===== config.mk =====
export PLATFORM = sky130hd
export DESIGN_NAME = fdmc_front
export DESIGN_NICKNAME = d
export VERILOG_FILES = /design/src/rtl/core/fdmc_pkg.sv /design/src/rtl/core/fdmc_front.sv
export SDC_FILE = /design/constraint.sdc
export NUM_CORES = 1
export LEC_CHECK = 0
export ABC_AREA = 1
export ABC_CLOCK_PERIOD_IN_PS = 7700
export BUFFER_PORTS_ARGS = -buffer_cell sky130_fd_sc_hd__buf_4
export CAP_MARGIN = 0
export CORE_ASPECT_RATIO = 1.1
export CORE_UTILIZATION = 50
export CTS_CLUSTER_SIZE = 28
export DETAILED_ROUTE_END_ITERATION = 6
export PLACE_DENSITY = 0.7
export SYNTH_ARGS = -nofsm -noshare
export SYNTH_HDL_FRONTEND = slang
export SYNTH_SLANG_ARGS = --single-unit

===== constraint.sdc =====
create_clock -name clk -period 7.7 [get_ports clk]
set_clock_uncertainty 0.05 [all_clocks]
set_input_delay 0 -clock clk [delete_from_list [all_inputs] [get_ports clk]]
set_output_delay 0 -clock clk [all_outputs]
set_load 0.05 [all_outputs]

===== src/rtl/core/fdmc_pkg.sv =====
package fdmc_pkg;

  localparam int MAX_WIDTH   = 640;
  localparam int MAX_HEIGHT  = 480;
  localparam int STORE_DEPTH = MAX_WIDTH * MAX_HEIGHT;
  localparam int ADDR_W      = $clog2(STORE_DEPTH);

  localparam int CHAN_W  = 8;
  localparam int COL_W   = 10;
  localparam int ROW_W   = 9;
  localparam int THR_W   = 8;
  localparam int CNT_W   = 19;
  localparam int SUM_W   = 28;
  localparam int CFG_W   = 10;
  localparam int CFGI_W  = 2;
  localparam int STEP_W  = $clog2(SUM_W);
  localparam int GSUM_W  = 22;

  localparam logic [COL_W-1:0] WIDTH_RESET  = COL_W'(640);
  localparam logic [ROW_W-1:0] HEIGHT_RESET = ROW_W'(480);
  localparam logic [THR_W-1:0] THR_RESET    = THR_W'(100);

  localparam logic [GSUM_W-1:0] W_RED   = GSUM_W'(4899);
  localparam logic [GSUM_W-1:0] W_GREEN = GSUM_W'(9617);
  localparam logic [GSUM_W-1:0] W_BLUE  = GSUM_W'(1868);
  localparam logic [GSUM_W-1:0] G_ROUND = GSUM_W'(8192);
  localparam int GREY_SHIFT = 14;

  typedef enum logic [CFGI_W-1:0] {
    CFG_FRAME_WIDTH  = 2'd0,
    CFG_FRAME_HEIGHT = 2'd1,
    CFG_DIFF_THRESH  = 2'd2
  } cfg_index_t;

  typedef enum logic [1:0] {
    DIV_IDLE,
    DIV_RUN,
    DIV_DONE
  } div_state_t;

  typedef struct packed {
    logic [CHAN_W-1:0] chan_red;
    logic [CHAN_W-1:0] chan_green;
    logic [CHAN_W-1:0] chan_blue;
  } in_pix_t;

  typedef struct packed {
    logic [CNT_W-1:0] motion_count;
    logic [COL_W-1:0] centroid_x;
    logic [ROW_W-1:0] centroid_y;
    logic             found;
  } out_res_t;

  typedef struct packed {
    logic [ADDR_W-1:0] addr;
    logic [CHAN_W-1:0] grey;
    logic [COL_W-1:0]  col;
    logic [ROW_W-1:0]  row;
    logic              last;
    logic              loaded;
  } pix_t;

  typedef struct packed {
    logic [CNT_W-1:0] count;
    logic [SUM_W-1:0] sum_x;
    logic [SUM_W-1:0] sum_y;
  } div_job_t;

  function automatic logic [CHAN_W-1:0] to_grey(input in_pix_t p);
    logic [GSUM_W-1:0] acc;
    acc = W_RED * GSUM_W'(p.chan_red) + W_GREEN * GSUM_W'(p.chan_green)
        + W_BLUE * GSUM_W'(p.chan_blue) + G_ROUND;
    return acc[GREY_SHIFT +: CHAN_W];
  endfunction

endpackage


===== src/rtl/core/fdmc_front.sv =====
module fdmc_front (
  input  logic                       clk,
  input  logic                       rst_n,
  input  logic                       in_valid,
  output logic                       in_ready,
  input  fdmc_pkg::in_pix_t          in_data,
  input  logic [fdmc_pkg::COL_W-1:0] frame_width,
  input  logic [fdmc_pkg::ROW_W-1:0] frame_height,
  input  logic                       div_idle,
  input  logic                       job_pending,
  output logic                       s0_valid,
  output fdmc_pkg::pix_t             s0_pix
);
  import fdmc_pkg::*;

  logic [COL_W-1:0] col_r, col_nxt;
  logic [ROW_W-1:0] row_r, row_nxt;
  logic             loaded_r, loaded_nxt;
  logic [COL_W-1:0] w_eff;
  logic [ROW_W-1:0] h_eff;
  logic             col_end, row_end, last, need_div;

  always_comb begin
    if (frame_width == '0) begin
      w_eff = COL_W'(1);
    end else if (frame_width > COL_W'(MAX_WIDTH)) begin
      w_eff = COL_W'(MAX_WIDTH);
    end else begin
      w_eff = frame_width;
    end
    if (frame_height == '0) begin
      h_eff = ROW_W'(1);
    end else if (frame_height > ROW_W'(MAX_HEIGHT)) begin
      h_eff = ROW_W'(MAX_HEIGHT);
    end else begin
      h_eff = frame_height;
    end
  end

  assign col_end  = ({1'b0, col_r} + (COL_W+1)'(1)) >= {1'b0, w_eff};
  assign row_end  = ({1'b0, row_r} + (ROW_W+1)'(1)) >= {1'b0, h_eff};
  assign last     = col_end && row_end;
  assign need_div = last && loaded_r;
  assign in_ready = !need_div || (div_idle && !job_pending);
  assign s0_valid = in_valid && in_ready;

  assign s0_pix.addr   = ADDR_W'(row_r) * ADDR_W'(MAX_WIDTH) + ADDR_W'(col_r);
  assign s0_pix.grey   = to_grey(in_data);
  assign s0_pix.col    = col_r;
  assign s0_pix.row    = row_r;
  assign s0_pix.last   = last;
  assign s0_pix.loaded = loaded_r;

  always_comb begin
    col_nxt    = col_r;
    row_nxt    = row_r;
    loaded_nxt = loaded_r;
    if (s0_valid) begin
      if (col_end) begin
        col_nxt = '0;
        if (row_end) begin
          row_nxt    = '0;
          loaded_nxt = 1'b1;
        end else begin
          row_nxt = row_r + ROW_W'(1);
        end
      end else begin
        col_nxt = col_r + COL_W'(1);
      end
    end
  end

  always_ff @(posedge clk) begin
    if (!rst_n) begin
      col_r    <= '0;
      row_r    <= '0;
      loaded_r <= 1'b0;
    end else begin
      col_r    <= col_nxt;
      row_r    <= row_nxt;
      loaded_r <= loaded_nxt;
    end
  end

endmodule


Word level (Yosys, flattened, before mapping)
Cells that the tools add are included.
- register bits after elaboration: 20
- bits of input ports: 48
- output and inout bits: 50
- add/subtract/negate cells: 8
- multiply operators: 4
- magnitude comparators: 4
- multiplexer cells: 6
- reduce and logical (&&, ||, !) cells: 11
- operators by type and width (cell ; number):
    two-way mux 10 bit ; 3
    two-way mux 9 bit ; 3
    adder 21 x 22 -> 22 bit ; 1
    adder 22 x 14 -> 22 bit (second input constant) ; 1
    adder 22 x 19 -> 22 bit ; 1
    multiplier 14 x 8 -> 22 bit (first input constant) ; 1
    multiplier 13 x 8 -> 21 bit (first input constant) ; 1
    adder 19 x 10 -> 19 bit ; 1
    multiplier 9 x 8 -> 17 bit (first input constant) ; 1
    multiplier 9 x 3 -> 12 bit (second input constant) ; 1
    adder 10 x 1 -> 11 bit (second input constant) ; 1
    greater-or-equal comparator 11 x 10 -> 1 bit ; 1
    adder 10 x 1 -> 10 bit (second input constant) ; 1
    adder 9 x 1 -> 10 bit (second input constant) ; 1
    greater-or-equal comparator 10 x 9 -> 1 bit ; 1
    > comparator 10 bit (second input constant) ; 1
    logical NOT 10 bit ; 1
    adder 9 x 1 -> 9 bit (second input constant) ; 1
    > comparator 9 bit (second input constant) ; 1
    logical NOT 9 bit ; 1
    logical AND 1 bit ; 4
    AND reduction 3 bit ; 1
    logical NOT 1 bit ; 2
    AND reduction 2 bit ; 1
    logical OR 1 bit ; 1

Logic depth before layout (Yosys ltp)
- depth in word-level cells: 10
- gate-level depth with buffers: 29
- gate-level depth less buffers: 29

Worst setup path before layout
Ideal clock, no wire load.
- path kind: input port to output port
- start point: in in_data[2] (netlist bit)
- end point: out s0_pix[26] (netlist bit)
- arrival time: 6617 ps
- data required time: 7650 ps
- path slack: 1033 ps
- stages on the path: 26
- path buffers: 0
- cells stage by stage: inv_1 > fa_1 > inv_1 > ha_1 > fa_1 > inv_1 > fa_1 > inv_1 > ha_1 > a21oi_1 > nand2_1 > a21oi_1 > xnor2_1 > ha_1 > ha_1 > fa_1 > inv_1 > fa_1 > inv_1 > fa_1 > ha_1 > nand2_1 > nor4_1 > nand4_1 > nand3_1 > xor2_1
- RTL lines (what ; line ; text):
    start, declared ; fdmc_front.sv:6 ; input fdmc_pkg::in_pix_t in_data,
    end, declared ; fdmc_front.sv:12 ; output fdmc_pkg::pix_t s0_pix

==> impl_results.md <==
* DRT Pass-1 Iters at 4
* Clock Path Buffers at 2
* Antenna viol nets, final at 0
* Worst reg2reg path startpoint: col_r[0]
* CP endpoint kind: primary output
* Clock root cell: clkbuf_16
* Fillers at 1,475
* Final worst-path cycle share at 89.1%
* Syn Nets at 1,357
* Area growth, synth to finish at 11.6%
* CP peak stage delay at 0.56 ns
* Gpl congestion at 0.889
* Chip height at 134 um
* Num rows at 47
* Initial Util at 52.0%
* Most Crowded Layer GR: met2
* Post-synth EDFFs at 0
* Register area at 400 um^2
* Via density at 5.02
* Antenna Cells at 0
* Area of the multi-input gates at 6250 um^2
* Register bit total from synthesis at 20
* Async SR Flop Fraction at 0%
* DR WL/cell at 13.6 um
* R2R cell count at 18
* Relative slew slack at 65.4%
* DP Worst Slack at 0.835 ns
* Status: completed
* Final nets at 1,443
* Post-synthesis cell count at 1,040
* WL final at 17.9 mm
* Number of port buffers at 97
* Remaining global-route overflow at 0
* Leading register cell type out of synthesis: dfxtp_1
* RR Endpoint: col_r[1]
* Post-CTS Setup Inserts at 0
* DRT iter0 DRCs at 278
* Most common cell after layout, fill and taps aside: inv_1
* Vias at 6,636
* Top Ports at 98
* Slew @ Worst Pin at 0.519 ns
* Hold path depth at 3
* Clock sinks at 20
* Chip Width at 122 um
* Largest net degree at the start of global routing at 23
* Routing usage on met3 at 1.53%
* First-pass GRT wire length at 30.7 mm
* Reg-to-reg setup timing slack at 3.92 ns
* Final worst setup slack at 0.840 ns
* Data required, critical path at 7.65 ns
* Post-CTS sizing at 0
* Final setup viols at 0
* Final Hold Viols at 0
* Synthesized cell area at 7950 um^2
* Setup TNS at 0 ns
* Most frequent cells in the layout: 303 x inv_1, 180 x ha_1, 159 x nand2_1
* Max-Cap Viols at 0
* Share of layout cells above drive strength 1 at 10.9%
* Die Footprint at 16,400 um^2
* Met2 Track Usage GR at 42.0%
* Yosys warning count at 0
* Worst-Skew Late Latency at 0.26 ns
* Worst hold-check path type: in2reg
* Cts hold-fix bufs at 0
* Slowest CP cell: fa_1
* CTS H-tree lvls at 1
* Vias in the first global route at 6,751
* Syn Area/Cell at 7.64 um^2
* DRC Markers at 0
* F_max at 0.146 GHz
* HP Start: rst_n
* Crit path time final at 6.86 ns
* Seq/Total Area, Yosys at 5.04%
* Initial antenna violation count at 0
* CP arrival at 6.81 ns
* Max Slew Vio Count at 0
* Met1 Use GR at 30.2%
* CP Max Fanout at 5
* CTS tree: yes
* Hold Path Sink: row_r[0]
* CTS clk-pin slew, worst paths at 0.07 ns
* Final HPWL DP at 15.9 mm
* Core area at 15,300 um^2
* CTS buffer count at 3
* Synth cell types at 38
* Worst Setup Start Kind: input pin
* WS Path Type: in2out
* Total track usage at 23.1%
* RSZ-0062 raised after global routing: no
-- synth_stat cells, drive strengths merged, types with 3 or more instances --
| library cell | instances | area share [%] |
|---|---|---|
| or2 | 6 | 0.47 |
| xor2 | 36 | 4.0 |
| nor4 | 4 | 0.31 |
| fa | 89 | 22 |
| buf | 13 | 1.4 |
| nor2 | 56 | 3.0 |
| o21ai | 24 | 1.5 |
| nand3b | 3 | 0.28 |
| nand2 | 161 | 7.7 |
| inv | 304 | 14 |
| ha | 180 | 28 |
| a21o | 5 | 0.47 |
| a21oi | 48 | 3.2 |
| nand4 | 14 | 1.1 |
| a31oi | 3 | 0.24 |
| o31ai | 3 | 0.28 |
| dfxtp | 20 | 5.0 |
| nand3 | 40 | 2.8 |
| nor3 | 8 | 0.50 |
| clkbuf | 3 | 0.52 |
| xnor2 | 12 | 1.3 |
-- area by class of cell --
cell class	count	share of cell area, %
multi-input combinational	700	70.5
sequential	20	4.51
inverter	304	12.9
tap	196	2.76
timing repair buffer	97	8.21
clock buffer	3	0.846
clock inverter	1	0.339
-- registers in the layout, indices dropped and copies added, names as in the netlist --
register and flops:
row_r 9, col_r 10, loaded_r 1
-- cells by family (layout without fill, tap and decap cells) --
logic type      after synthesis  count (layout)  share of synthesized area (%)
xor+xnor                     48              48                           5.29
compound gates               90              90                           6.42
fa+ha+maj                   269             269                           50.8
buf+inv                     320             405                           16.3
flops                        20              20                           5.04
simple gates                293             293                           16.2
-- how the worst max path moves through the flow --
stage                from    endpoint  depth (start not counted)
4_1_cts        in_data[2]  s0_pix[26]                         28
2_1_floorplan  in_data[2]  s0_pix[26]                         26
3_5_place_dp   in_data[2]  s0_pix[26]                         28
3_3_place_gp   in_data[2]  s0_pix[26]                         28
6_report       in_data[2]  s0_pix[24]                         29
5_1_grt        in_data[2]  s0_pix[24]                         29
-- critical path: cells and delay by family --
family	cells	cell delay (ns)
AO/OA/AOI/OAI	6	1.03
XOR/XNOR	2	0.27
adder cells (fa/ha/maj)	11	4.66
buffers and inverters	8	0.64
AND/OR/NAND/NOR	2	0.19
-- layer usage --
| metal | share of wire (%) | wire length [um] |
|---|---|---|
| met4 | 0.97 | 174 |
| met5 | 0 | 0 |
| met1 | 45 | 8110 |
| met3 | 3.5 | 623 |
| met2 | 50 | 9040 |
-- through the flow --
stage	cells	cell area, um^2	hold WS, ns	utilization, %
after global placement	1317	8770	0.265	57.3
after CTS	1321	8870	0.00731	58.0
after detailed placement	1317	8770	0.274	57.3
final	1321	8870	0.00895	58.0
after floorplan	1040	7950	0.119	-
after global routing	1321	8870	0.0191	58.0
Power is not shown: default switching activity piles up to over one toggle a cycle in this logic, so the estimate is an artifact.
