### src/rtl/core/fdmc_pkg.sv
package fdmc_pkg;

  localparam int MAX_WIDTH   = 640;
  localparam int MAX_HEIGHT  = 480;
  localparam int STORE_DEPTH = MAX_WIDTH * MAX_HEIGHT;
  localparam int ADDR_W      = $clog2(STORE_DEPTH);

  localparam int CHAN_W  = 8;
  localparam int COL_W   = 10;
  localparam int ROW_W   = 9;
  localparam int THR_W   = 8;
  localparam int CNT_W   = 19;
  localparam int SUM_W   = 28;
  localparam int CFG_W   = 10;
  localparam int CFGI_W  = 2;
  localparam int STEP_W  = $clog2(SUM_W);
  localparam int GSUM_W  = 22;

  localparam logic [COL_W-1:0] WIDTH_RESET  = COL_W'(640);
  localparam logic [ROW_W-1:0] HEIGHT_RESET = ROW_W'(480);
  localparam logic [THR_W-1:0] THR_RESET    = THR_W'(100);

  localparam logic [GSUM_W-1:0] W_RED   = GSUM_W'(4899);
  localparam logic [GSUM_W-1:0] W_GREEN = GSUM_W'(9617);
  localparam logic [GSUM_W-1:0] W_BLUE  = GSUM_W'(1868);
  localparam logic [GSUM_W-1:0] G_ROUND = GSUM_W'(8192);
  localparam int GREY_SHIFT = 14;

  typedef enum logic [CFGI_W-1:0] {
    CFG_FRAME_WIDTH  = 2'd0,
    CFG_FRAME_HEIGHT = 2'd1,
    CFG_DIFF_THRESH  = 2'd2
  } cfg_index_t;

  typedef enum logic [1:0] {
    DIV_IDLE,
    DIV_RUN,
    DIV_DONE
  } div_state_t;

  typedef struct packed {
    logic [CHAN_W-1:0] chan_red;
    logic [CHAN_W-1:0] chan_green;
    logic [CHAN_W-1:0] chan_blue;
  } in_pix_t;

  typedef struct packed {
    logic [CNT_W-1:0] motion_count;
    logic [COL_W-1:0] centroid_x;
    logic [ROW_W-1:0] centroid_y;
    logic             found;
  } out_res_t;

  typedef struct packed {
    logic [ADDR_W-1:0] addr;
    logic [CHAN_W-1:0] grey;
    logic [COL_W-1:0]  col;
    logic [ROW_W-1:0]  row;
    logic              last;
    logic              loaded;
  } pix_t;

  typedef struct packed {
    logic [CNT_W-1:0] count;
    logic [SUM_W-1:0] sum_x;
    logic [SUM_W-1:0] sum_y;
  } div_job_t;

  function automatic logic [CHAN_W-1:0] to_grey(input in_pix_t p);
    logic [GSUM_W-1:0] acc;
    acc = W_RED * GSUM_W'(p.chan_red) + W_GREEN * GSUM_W'(p.chan_green)
        + W_BLUE * GSUM_W'(p.chan_blue) + G_ROUND;
    return acc[GREY_SHIFT +: CHAN_W];
  endfunction

endpackage

### src/rtl/core/fdmc_div.sv
module fdmc_div (
  input  logic                  clk,
  input  logic                  rst_n,
  input  logic                  start,
  input  fdmc_pkg::div_job_t    job,
  output logic                  idle,
  output logic                  out_valid,
  input  logic                  out_ready,
  output fdmc_pkg::out_res_t    out_data
);
  import fdmc_pkg::*;

  div_state_t        state_r, state_nxt;
  logic [STEP_W-1:0] step_r, step_nxt;
  logic [CNT_W-1:0]  den_r, den_nxt;
  logic [SUM_W-1:0]  qx_r, qx_nxt, qy_r, qy_nxt;
  logic [CNT_W-1:0]  rx_r, rx_nxt, ry_r, ry_nxt;
  logic [CNT_W:0]    rx_sh, ry_sh;
  logic              gex, gey, last_step, found;

  assign last_step = step_r == STEP_W'(SUM_W - 1);

  always_comb begin
    state_nxt = state_r;
    case (state_r)
      DIV_IDLE: if (start) state_nxt = DIV_RUN;
      DIV_RUN:  if (last_step) state_nxt = DIV_DONE;
      DIV_DONE: if (out_ready) state_nxt = DIV_IDLE;
      default:  state_nxt = DIV_IDLE;
    endcase
  end

  always_comb begin
    idle      = 1'b0;
    out_valid = 1'b0;
    case (state_r)
      DIV_IDLE: idle = 1'b1;
      DIV_DONE: out_valid = 1'b1;
      default: begin
        idle      = 1'b0;
        out_valid = 1'b0;
      end
    endcase
  end

  assign rx_sh = {rx_r, qx_r[SUM_W-1]};
  assign ry_sh = {ry_r, qy_r[SUM_W-1]};
  assign gex   = rx_sh >= {1'b0, den_r};
  assign gey   = ry_sh >= {1'b0, den_r};

  always_comb begin
    step_nxt = step_r;
    den_nxt  = den_r;
    qx_nxt   = qx_r;
    qy_nxt   = qy_r;
    rx_nxt   = rx_r;
    ry_nxt   = ry_r;
    if (state_r == DIV_IDLE && start) begin
      step_nxt = '0;
      den_nxt  = job.count;
      qx_nxt   = job.sum_x;
      qy_nxt   = job.sum_y;
      rx_nxt   = '0;
      ry_nxt   = '0;
    end else if (state_r == DIV_RUN) begin
      step_nxt = step_r + STEP_W'(1);
      qx_nxt   = {qx_r[SUM_W-2:0], gex};
      qy_nxt   = {qy_r[SUM_W-2:0], gey};
      rx_nxt   = gex ? CNT_W'(rx_sh - {1'b0, den_r}) : CNT_W'(rx_sh);
      ry_nxt   = gey ? CNT_W'(ry_sh - {1'b0, den_r}) : CNT_W'(ry_sh);
    end
  end

  always_ff @(posedge clk) begin
    step_r <= step_nxt;
    den_r  <= den_nxt;
    qx_r   <= qx_nxt;
    qy_r   <= qy_nxt;
    rx_r   <= rx_nxt;
    ry_r   <= ry_nxt;
  end

  always_ff @(posedge clk) begin
    if (!rst_n) begin
      state_r <= DIV_IDLE;
    end else begin
      state_r <= state_nxt;
    end
  end

  assign found                 = den_r != '0;
  assign out_data.motion_count = den_r;
  assign out_data.centroid_x   = found ? qx_r[COL_W-1:0] : '0;
  assign out_data.centroid_y   = found ? qy_r[ROW_W-1:0] : '0;
  assign out_data.found        = found;

endmodule

### config.mk
export PLATFORM = sky130hd
export DESIGN_NAME = fdmc_div
export DESIGN_NICKNAME = d
export VERILOG_FILES = /design/src/rtl/core/fdmc_pkg.sv /design/src/rtl/core/fdmc_div.sv
export SDC_FILE = /design/constraint.sdc
export NUM_CORES = 1
export LEC_CHECK = 0
export BUFFER_PORTS_ARGS = -buffer_cell sky130_fd_sc_hd__buf_2
export CAP_MARGIN = 20
export CORE_MARGIN = 1
export CORE_UTILIZATION = 40
export CTS_CLUSTER_SIZE = 10
export DETAILED_ROUTE_END_ITERATION = 7
export PLACE_DENSITY = 0.58
export SLEW_MARGIN = 20
export SYNTH_ARGS = -nofsm -noshare
export SYNTH_HDL_FRONTEND = slang
export SYNTH_SLANG_ARGS = --single-unit
export TNS_END_PERCENT = 20
### constraint.sdc
create_clock -name clk -period 4.1 [get_ports clk]
set_clock_uncertainty 0.15 [all_clocks]
set_input_delay 0.82 -clock clk [delete_from_list [all_inputs] [get_ports clk]]
set_output_delay 0.82 -clock clk [all_outputs]
set_load 0.01 [all_outputs]
# == After elaboration in Yosys (flattened, before gate mapping) ==
# Cells that the tools add are included.
# op_classes
addsub,3
order_cmp,2
eq_ne,6
mux,14
n_reduce_logical,5
# ops
cell,n
$mux 28,4
$ge 20x19->1,2
$mux 19,2
$sub 19x19->19,2
$reduce_bool 19->1,1
$mux 10,1
$mux 9,1
$mux 2,3
$ne 2x2->1 const B,3
$pmux 2 s3,1
$add 5x1->5 const B,1
$eq 5x5->1 const B,1
$reduce_and 3->1,1
$eq 2x1->1 const B,1
$eq 2x2->1 const B,1
$logic_not 2->1,1
$mux 1,2
$reduce_bool 2->1,1
$logic_and 1x1->1,1
# word_totals
reg_bits,120
out_inout_bits,41

# == Longest topological paths before layout ==
# Gate-level depths: netlist (run 1).
# logic_depth
ltp_word,3
depth_mapped,11
ltp_nobuf,10

# == Worst setup path before layout (run 1) ==
# No wires, ideal clock.
# synth_timing
kind,input to register
start,input port start
end,"register qx_r[0], enable pin"
setup_ns,0.411
arrival_ns,2.539
required_time_ns,3.539
slack_ns,1.000
stages,5
n_path_buf,2
path_cell_list,nor2_1 or2_2 clkbuf_1 clkbuf_1 inv_1
# synth_between
elab_chain_cells,2
# synth_rtl
item,line_no,source
from (decl),fdmc_div.sv:4,"input logic start,"
$logic_and 1x1->1,fdmc_div.sv:58,if (state_r == DIV_IDLE && start) begin
$reduce_bool 2->1 (no line),n/a,
to (signal assigned),fdmc_div.sv:77,qx_r <= qx_nxt;
to (decl),fdmc_div.sv:16,"logic [SUM_W-1:0] qx_r, qx_nxt, qy_r, qy_nxt;"
# No other way between the ends.
# A chain may end at the register's enable or synchronous reset.

# == Final worst setup path (run 1) ==
# layout_timing
start,register den_r[0]
end,register ry_r[16]
# layout_between
elab_chain_cells,2
# layout_rtl
item,line_no,source
from (decl),fdmc_div.sv:15,"logic [CNT_W-1:0] den_r, den_nxt;"
from (signal assigned),fdmc_div.sv:76,den_r <= den_nxt;
$sub 19x19->19 / $ge 20x19->1 (equally long branches),"fdmc_div.sv:70, fdmc_div.sv:49",
$mux 19 (*),fdmc_div.sv:70,"ry_nxt = gey ? CNT_W'(ry_sh - {1'b0, den_r}) : CNT_W'(ry_sh);"
to (signal assigned),fdmc_div.sv:80,ry_r <= ry_nxt;
to (decl),fdmc_div.sv:17,"logic [CNT_W-1:0] rx_r, rx_nxt, ry_r, ry_nxt;"
# Mark *: on every way between the ends. The rest lies on a longest branch, timed or not.

==> flow_summary_export.csv, run 1 <==
group,metric,value,unit
run_status,status,"finished, final reports clean",
synth,synth_seq_cells,120,
clock_tree,cts.sinks,120,
global_route,grt_pass1_vias,5376,
global_route,grt_max_degree,70,
critical_path,crit_type,"register to register",
drt,finalWirelength,16900,um
placement,place.gp.congestion,0.876,
power_and_ir_drop,ir_drop,287,uV
drt,vias_per_cell,5.40,
drt,drc_errors,0,
power_and_ir_drop,leakagePower,3.44,nW
timing,max_freq,299,MHz
clock_tree,cts_tree,"built",
synth,synth-main-ff-cell,"edfxtp_1",
final_layout,multi_input_area,3470,um^2
die,rows,47,
timing,tightest_slew,0.883,ns
timing,period_needed,3.35,ns
synth,yosysUniqueCellTypes,65,
critical_path,rrSetupSlack,0.75,ns
synth,synth_cells,642,
placement,dp_hpwl,12500,um
final_layout,drive_above_1_share,29.2,%
timing,fin_setup_tns,0,ns
global_route,antenna_found_initial,1,
global_route,overflow,0,
clock_tree,clkTransAtPathRegs,0.05,ns
power_and_ir_drop,powerDensity,418,nW/um^2
critical_path,path_max_fanout,14,
synth,synth_top_family_by_area,"compound AO/OA/AOI/OAI gates",
timing,final_max_slew_viol_count,0,
synth,synthSimpleGateAreaFrac,12.7,%
die,fp.dieH,133,um
power_and_ir_drop,power.total,0.00347,W
final_layout,diodes,0,
timing,finalCritPeriodShare,81.7,%
timing,setup_viol,0,
clock_tree,cts_max_path_buffers,2,
final_layout,fillers,1502,
synth,synth_nets,762,
critical_path,start_kind,"register",
synth,synth_compound_area_share,14.7,%
timing,final_hold_viol_count,0,
synth,avgSynthCellArea,10.7,um^2
drt,wl_per_cell,17.0,um
synth,muxShareOfSynthArea,11.4,%
timing,rsz0062_at_grt,"no",
clock_tree,post_cts_resized,0,
die,num_io_pins,120,
synth,synth-async-reset-ratio,0,%
timing,relSlewSlack,41.2,%
drt,routed-via-count,5365,
global_route,grt_pass1_wl,27000,um
die,core_area,16600,um^2
clock_tree,worstSkewPairLatency,0.41,ns
final_layout,final_nets,881,
drt,first_pass_iters,4,
run,maxCapViolations,0,
synth,synth-edff-count,75,
drt,antenna_left,0,
synth,seq_area_frac_synth,45.9,%
clock_tree,htreeDepth,4,
clock_tree,cts_setup_buffers,0,
clock_tree,cts_buffers,17,
clock_tree,root_buffer,"clkbuf_16",
synth,synthXorXnorAreaFrac,3.96,%
die,start_util,41.2,%
critical_path,cp_data_arrival_time,3.50,ns
final_layout,area_growth,20.9,%
placement,io_buffer_count,119,
timing,finalWorstSetupSlack,0.751,ns
synth,yosys_warnings,0,
synth,synth_fa_ha_area_share,7.69,%
min_path,hold_path.class,"register to register",
die,die_area,17700,um^2
drt,drtIter0Drc,312,
final_layout,postLayoutCoreUtil,49.9,%
critical_path,worstPathRequired,4.25,ns
placement,dp_slack,0.755,ns
critical_path,end_kind,"register",
final_layout,seq_area,3150,um^2
die,fp.dieW,133,um
global_route,grt_use_total,19.8,%
synth,synth_area,6860,um^2
timing,hold_ws,0.320,ns
clock_tree,hold_buffers,0,
[Yosys cell counts, drive strengths merged, types with 3 or more instances]
cell,n,area share [%]
nor3,4,0.29
xnor2,16,2.0
buf,8,0.89
a31oi,9,1.0
xor2,15,1.9
nand4,11,1.0
edfxtp,75,33
nor2,34,1.9
a22o,3,0.38
a211oi,6,0.73
o221ai,6,0.86
nand2b,11,1.0
o21a,8,0.87
a21oi,30,2.2
and3,5,0.46
a221o,12,1.7
and2,5,0.46
o211ai,6,0.66
a21boi,3,0.33
inv,31,1.7
clkbuf,20,1.1
nor2b,26,2.4
dfxtp,45,13
a21o,8,0.89
nor4,5,0.46
mux2,56,9.2
ha,39,7.1
nand2,60,3.3
o21ai,33,2.5
mux2i,15,2.2
nand3,6,0.44
[logic make-up after synthesis]
family / count (synthesis)
AOI/OAI and AO/OA: 144
DFF: 120
adders and majority gates: 41
buffers and inverters: 59
muxes: 71
and+or+nand+nor: 176
xor gates and xnor gates: 31
[per-layer routing]
layer  wire (um)  GRT usage, %  vias up  part of all wire (%)
met5          13             0        -                 0.077
met4         191          6.26        2                   1.1
met3        1300          6.63       14                   7.7
met2        7800          31.2      195                    46
li1            -             -     2622                     -
met1        7630          25.5     2532                    45
[sequential cells by signal (all words and copies together), names as in the netlist]
register,cells
qy_r,28
rx_r,19
step_r,5
state_r,2
ry_r,19
den_r,19
qx_r,28
[where the power goes]
part	switching (W)	total, W	internal (W)	leakage, nW
Clock	0.000569	0.00159	0.00102	0.296
Sequential	0.0000476	0.00145	0.00140	1.11
Combinational	0.000226	0.000434	0.000207	2.03
[layout by cell type, fill, tap and decap left out, drive strengths merged, types with 16 or more instances in the layout]
cell type | synthesis | final
buf | 8 | 128
edfxtp | 75 | 75
nand2 | 60 | 60
mux2 | 56 | 56
dfxtp | 45 | 45
ha | 39 | 39
inv | 31 | 35
nor2 | 34 | 34
o21ai | 33 | 33
a21oi | 30 | 30
nor2b | 26 | 26
clkbuf | 20 | 17
xnor2 | 16 | 16
[metrics by stage]
| stage | instances | instance area [um^2] |
|---|---|---|
| final | 994 | 8300 |
| after CTS | 994 | 8300 |
| after global placement | 962 | 7670 |
| after detailed placement | 962 | 7670 |
| after floorplan | 642 | 6860 |
| after global routing | 994 | 8300 |
[cell type report]
class                      count  share of cell area (%)
clock buffer                  17                    5.13
multi-input combinational    463                    41.8
clock inverter                15                    2.40
tap                          220                    3.32
timing repair buffer         128                    7.99
inverter                      31                    1.40
sequential                   120                    38.0
[critical path, stage by stage (launching register included)]
cell	delay (ns)
edfxtp_1	0.46
ha_1	0.26
fa_1	0.40
nand2b_1	0.18
a21oi_1	0.23
o21ai_0	0.19
and2_1	0.24
a31oi_4	0.54
buf_4	0.31
mux2i_1	0.22
o21ai_1	0.07
[path summary, 6_finish.rpt]
kind,to,depth (start not counted),from
hold reg to reg,ry_r[3]$_SDFFE_PP0P_,2,ry_r[3]$_SDFFE_PP0P_
setup / recovery,ry_r[16]$_SDFFE_PP0P_,10,den_r[0]$_DFFE_PP_
setup reg to reg,ry_r[16]$_SDFFE_PP0P_,10,den_r[0]$_DFFE_PP_
hold / removal,ry_r[3]$_SDFFE_PP0P_,2,ry_r[3]$_SDFFE_PP0P_
Power figures use the tool's default switching activity.
==> run 2, diff against run 1 <==
clock period = 3.5 ns   (was 4.1 ns; I/O delays follow)
==> flow_summary_export.csv, run 2 (synthesis gave the netlist of run 1 again) <==
group,metric,value,unit
power_and_ir_drop,powerDensity,484,nW/um^2
timing,period_needed,3.16,ns
clock_tree,clkTransAtPathRegs,0.05,ns
timing,fin_setup_tns,0,ns
clock_tree,post_cts_resized,0,
die,start_util,41.2,%
clock_tree,cts_max_path_buffers,2,
final_layout,fillers,1532,
power_and_ir_drop,leakagePower,3.44,nW
timing,rsz0062_at_grt,"no",
clock_tree,cts_buffers,17,
critical_path,crit_type,"register to register",
clock_tree,cts_setup_buffers,0,
final_layout,diodes,0,
placement,place.gp.congestion,0.855,
clock_tree,hold_buffers,0,
global_route,antenna_found_initial,1,
power_and_ir_drop,power.total,0.00401,W
die,fp.dieW,133,um
drt,drtIter0Drc,321,
die,rows,47,
die,core_area,16600,um^2
placement,dp_hpwl,12300,um
global_route,grt_use_total,20.0,%
placement,io_buffer_count,119,
power_and_ir_drop,ir_drop,328,uV
drt,vias_per_cell,5.39,
min_path,holdPathStages,1,
final_layout,area_growth,20.8,%
die,num_io_pins,120,
drt,wl_per_cell,16.8,um
critical_path,reg2regPathDepth,9,
clock_tree,worstSkewPairLatency,0.41,ns
timing,finalCritPeriodShare,90.2,%
drt,drc_errors,0,
clock_tree,htreeDepth,4,
global_route,grt_max_degree,65,
run,maxCapViolations,0,
final_layout,final_nets,882,
drt,antenna_left,0,
critical_path,cp_data_arrival_time,3.30,ns
drt,first_pass_iters,5,
final_layout,top_regs,"qx_r x28, qy_r x28",
global_route,overflow,0,
timing,finalWorstSetupSlack,0.344,ns
drt,routed-via-count,5363,
min_path,hold_path.class,"input port to register",
global_route,grt_pass1_vias,5528,
die,fp.dieH,133,um
timing,relSlewSlack,46.2,%
run_status,status,"finished, final reports clean",
critical_path,end_kind,"register",
clock_tree,cts_tree,"built",
drt,finalWirelength,16700,um
critical_path,path_max_fanout,10,
final_layout,layout_common_cells,"119 x buf_2, 75 x edfxtp_1, 59 x nand2_1",
critical_path,start_kind,"register",
timing,tightest_slew,0.807,ns
clock_tree,root_buffer,"clkbuf_16",
final_layout,final_common_cell,"buf_2",
timing,max_freq,317,MHz
critical_path,worstPathRequired,3.64,ns
global_route,grt_pass1_wl,27500,um
timing,setup_viol,0,
timing,final_hold_viol_count,0,
clock_tree,cts.sinks,120,
final_layout,drive_above_1_share,28.6,%
timing,final_max_slew_viol_count,0,
die,die_area,17700,um^2
placement,dp_slack,0.364,ns
==> run 2: cell count changes in the layout (fill, tap and decap cells not counted) <==
cell / change
clkinvlp_4: -2
clkinv_2: +1
buf_12: +1
clkbuf_1: +5
inv_6: -4
==> run 2: layout make-up <==
cell class	count	area [um^2]	area share (%)
clock buffer	22	444	5.36
clock inverter	10	154	1.86
inverter	31	116	1.40
multi-input combinational	463	3470	41.8
sequential	120	3150	38.0
tap	220	275	3.32
timing repair buffer	129	683	8.24
==> run 2: path summary, 6_finish.rpt <==
check	startpoint	endpoint	slack (ns)
worst min-delay path	job[57]	den_r[1]$_DFFE_PP_	0.31
worst max register to register	den_r[0]$_DFFE_PP_	rx_r[13]$_SDFFE_PP0P_	0.34
worst max-delay path	den_r[0]$_DFFE_PP_	rx_r[13]$_SDFFE_PP0P_	0.34
worst min register to register	ry_r[2]$_SDFFE_PP0P_	ry_r[2]$_SDFFE_PP0P_	0.32
==> run 2: per-stage QoR <==
step	util, %	hold slack (ns)	area, um^2	std cells
4_1_cts	49.8	0.293	8290	995
5_1_grt	49.8	0.286	8290	995
3_5_place_dp	46.2	0.313	7690	963
2_1_floorplan	-	0.294	6860	642
6_report	49.8	0.311	8290	995
3_3_place_gp	46.2	0.310	7690	963
==> run 2: power by group <==
| part | switching, W | internal [W] |
|---|---|---|
| clock | 0.000618 | 0.00118 |
| combinational | 0.000267 | 0.000245 |
| sequential | 0.0000555 | 0.00164 |
| total | 0.000940 | 0.00307 |
==> run 2: critical path, stage by stage, from the launching register on <==
cell and delay [ns]:
edfxtp_1 0.45, ha_1 0.26, fa_1 0.39, nand2b_1 0.18
a21oi_1 0.28, nor3b_1 0.12, o21ai_2 0.28, o21bai_1 0.23
and2_1 0.35, a221o_1 0.35
==> run 2: layer usage <==
layer	global-route usage (%)	part of all wire [%]	up-vias
met5	0	0.060	-
met3	6.86	7.1	28
met4	6.64	1.9	2
li1	-	-	2632
met1	25.3	46	2521
met2	31.8	45	180
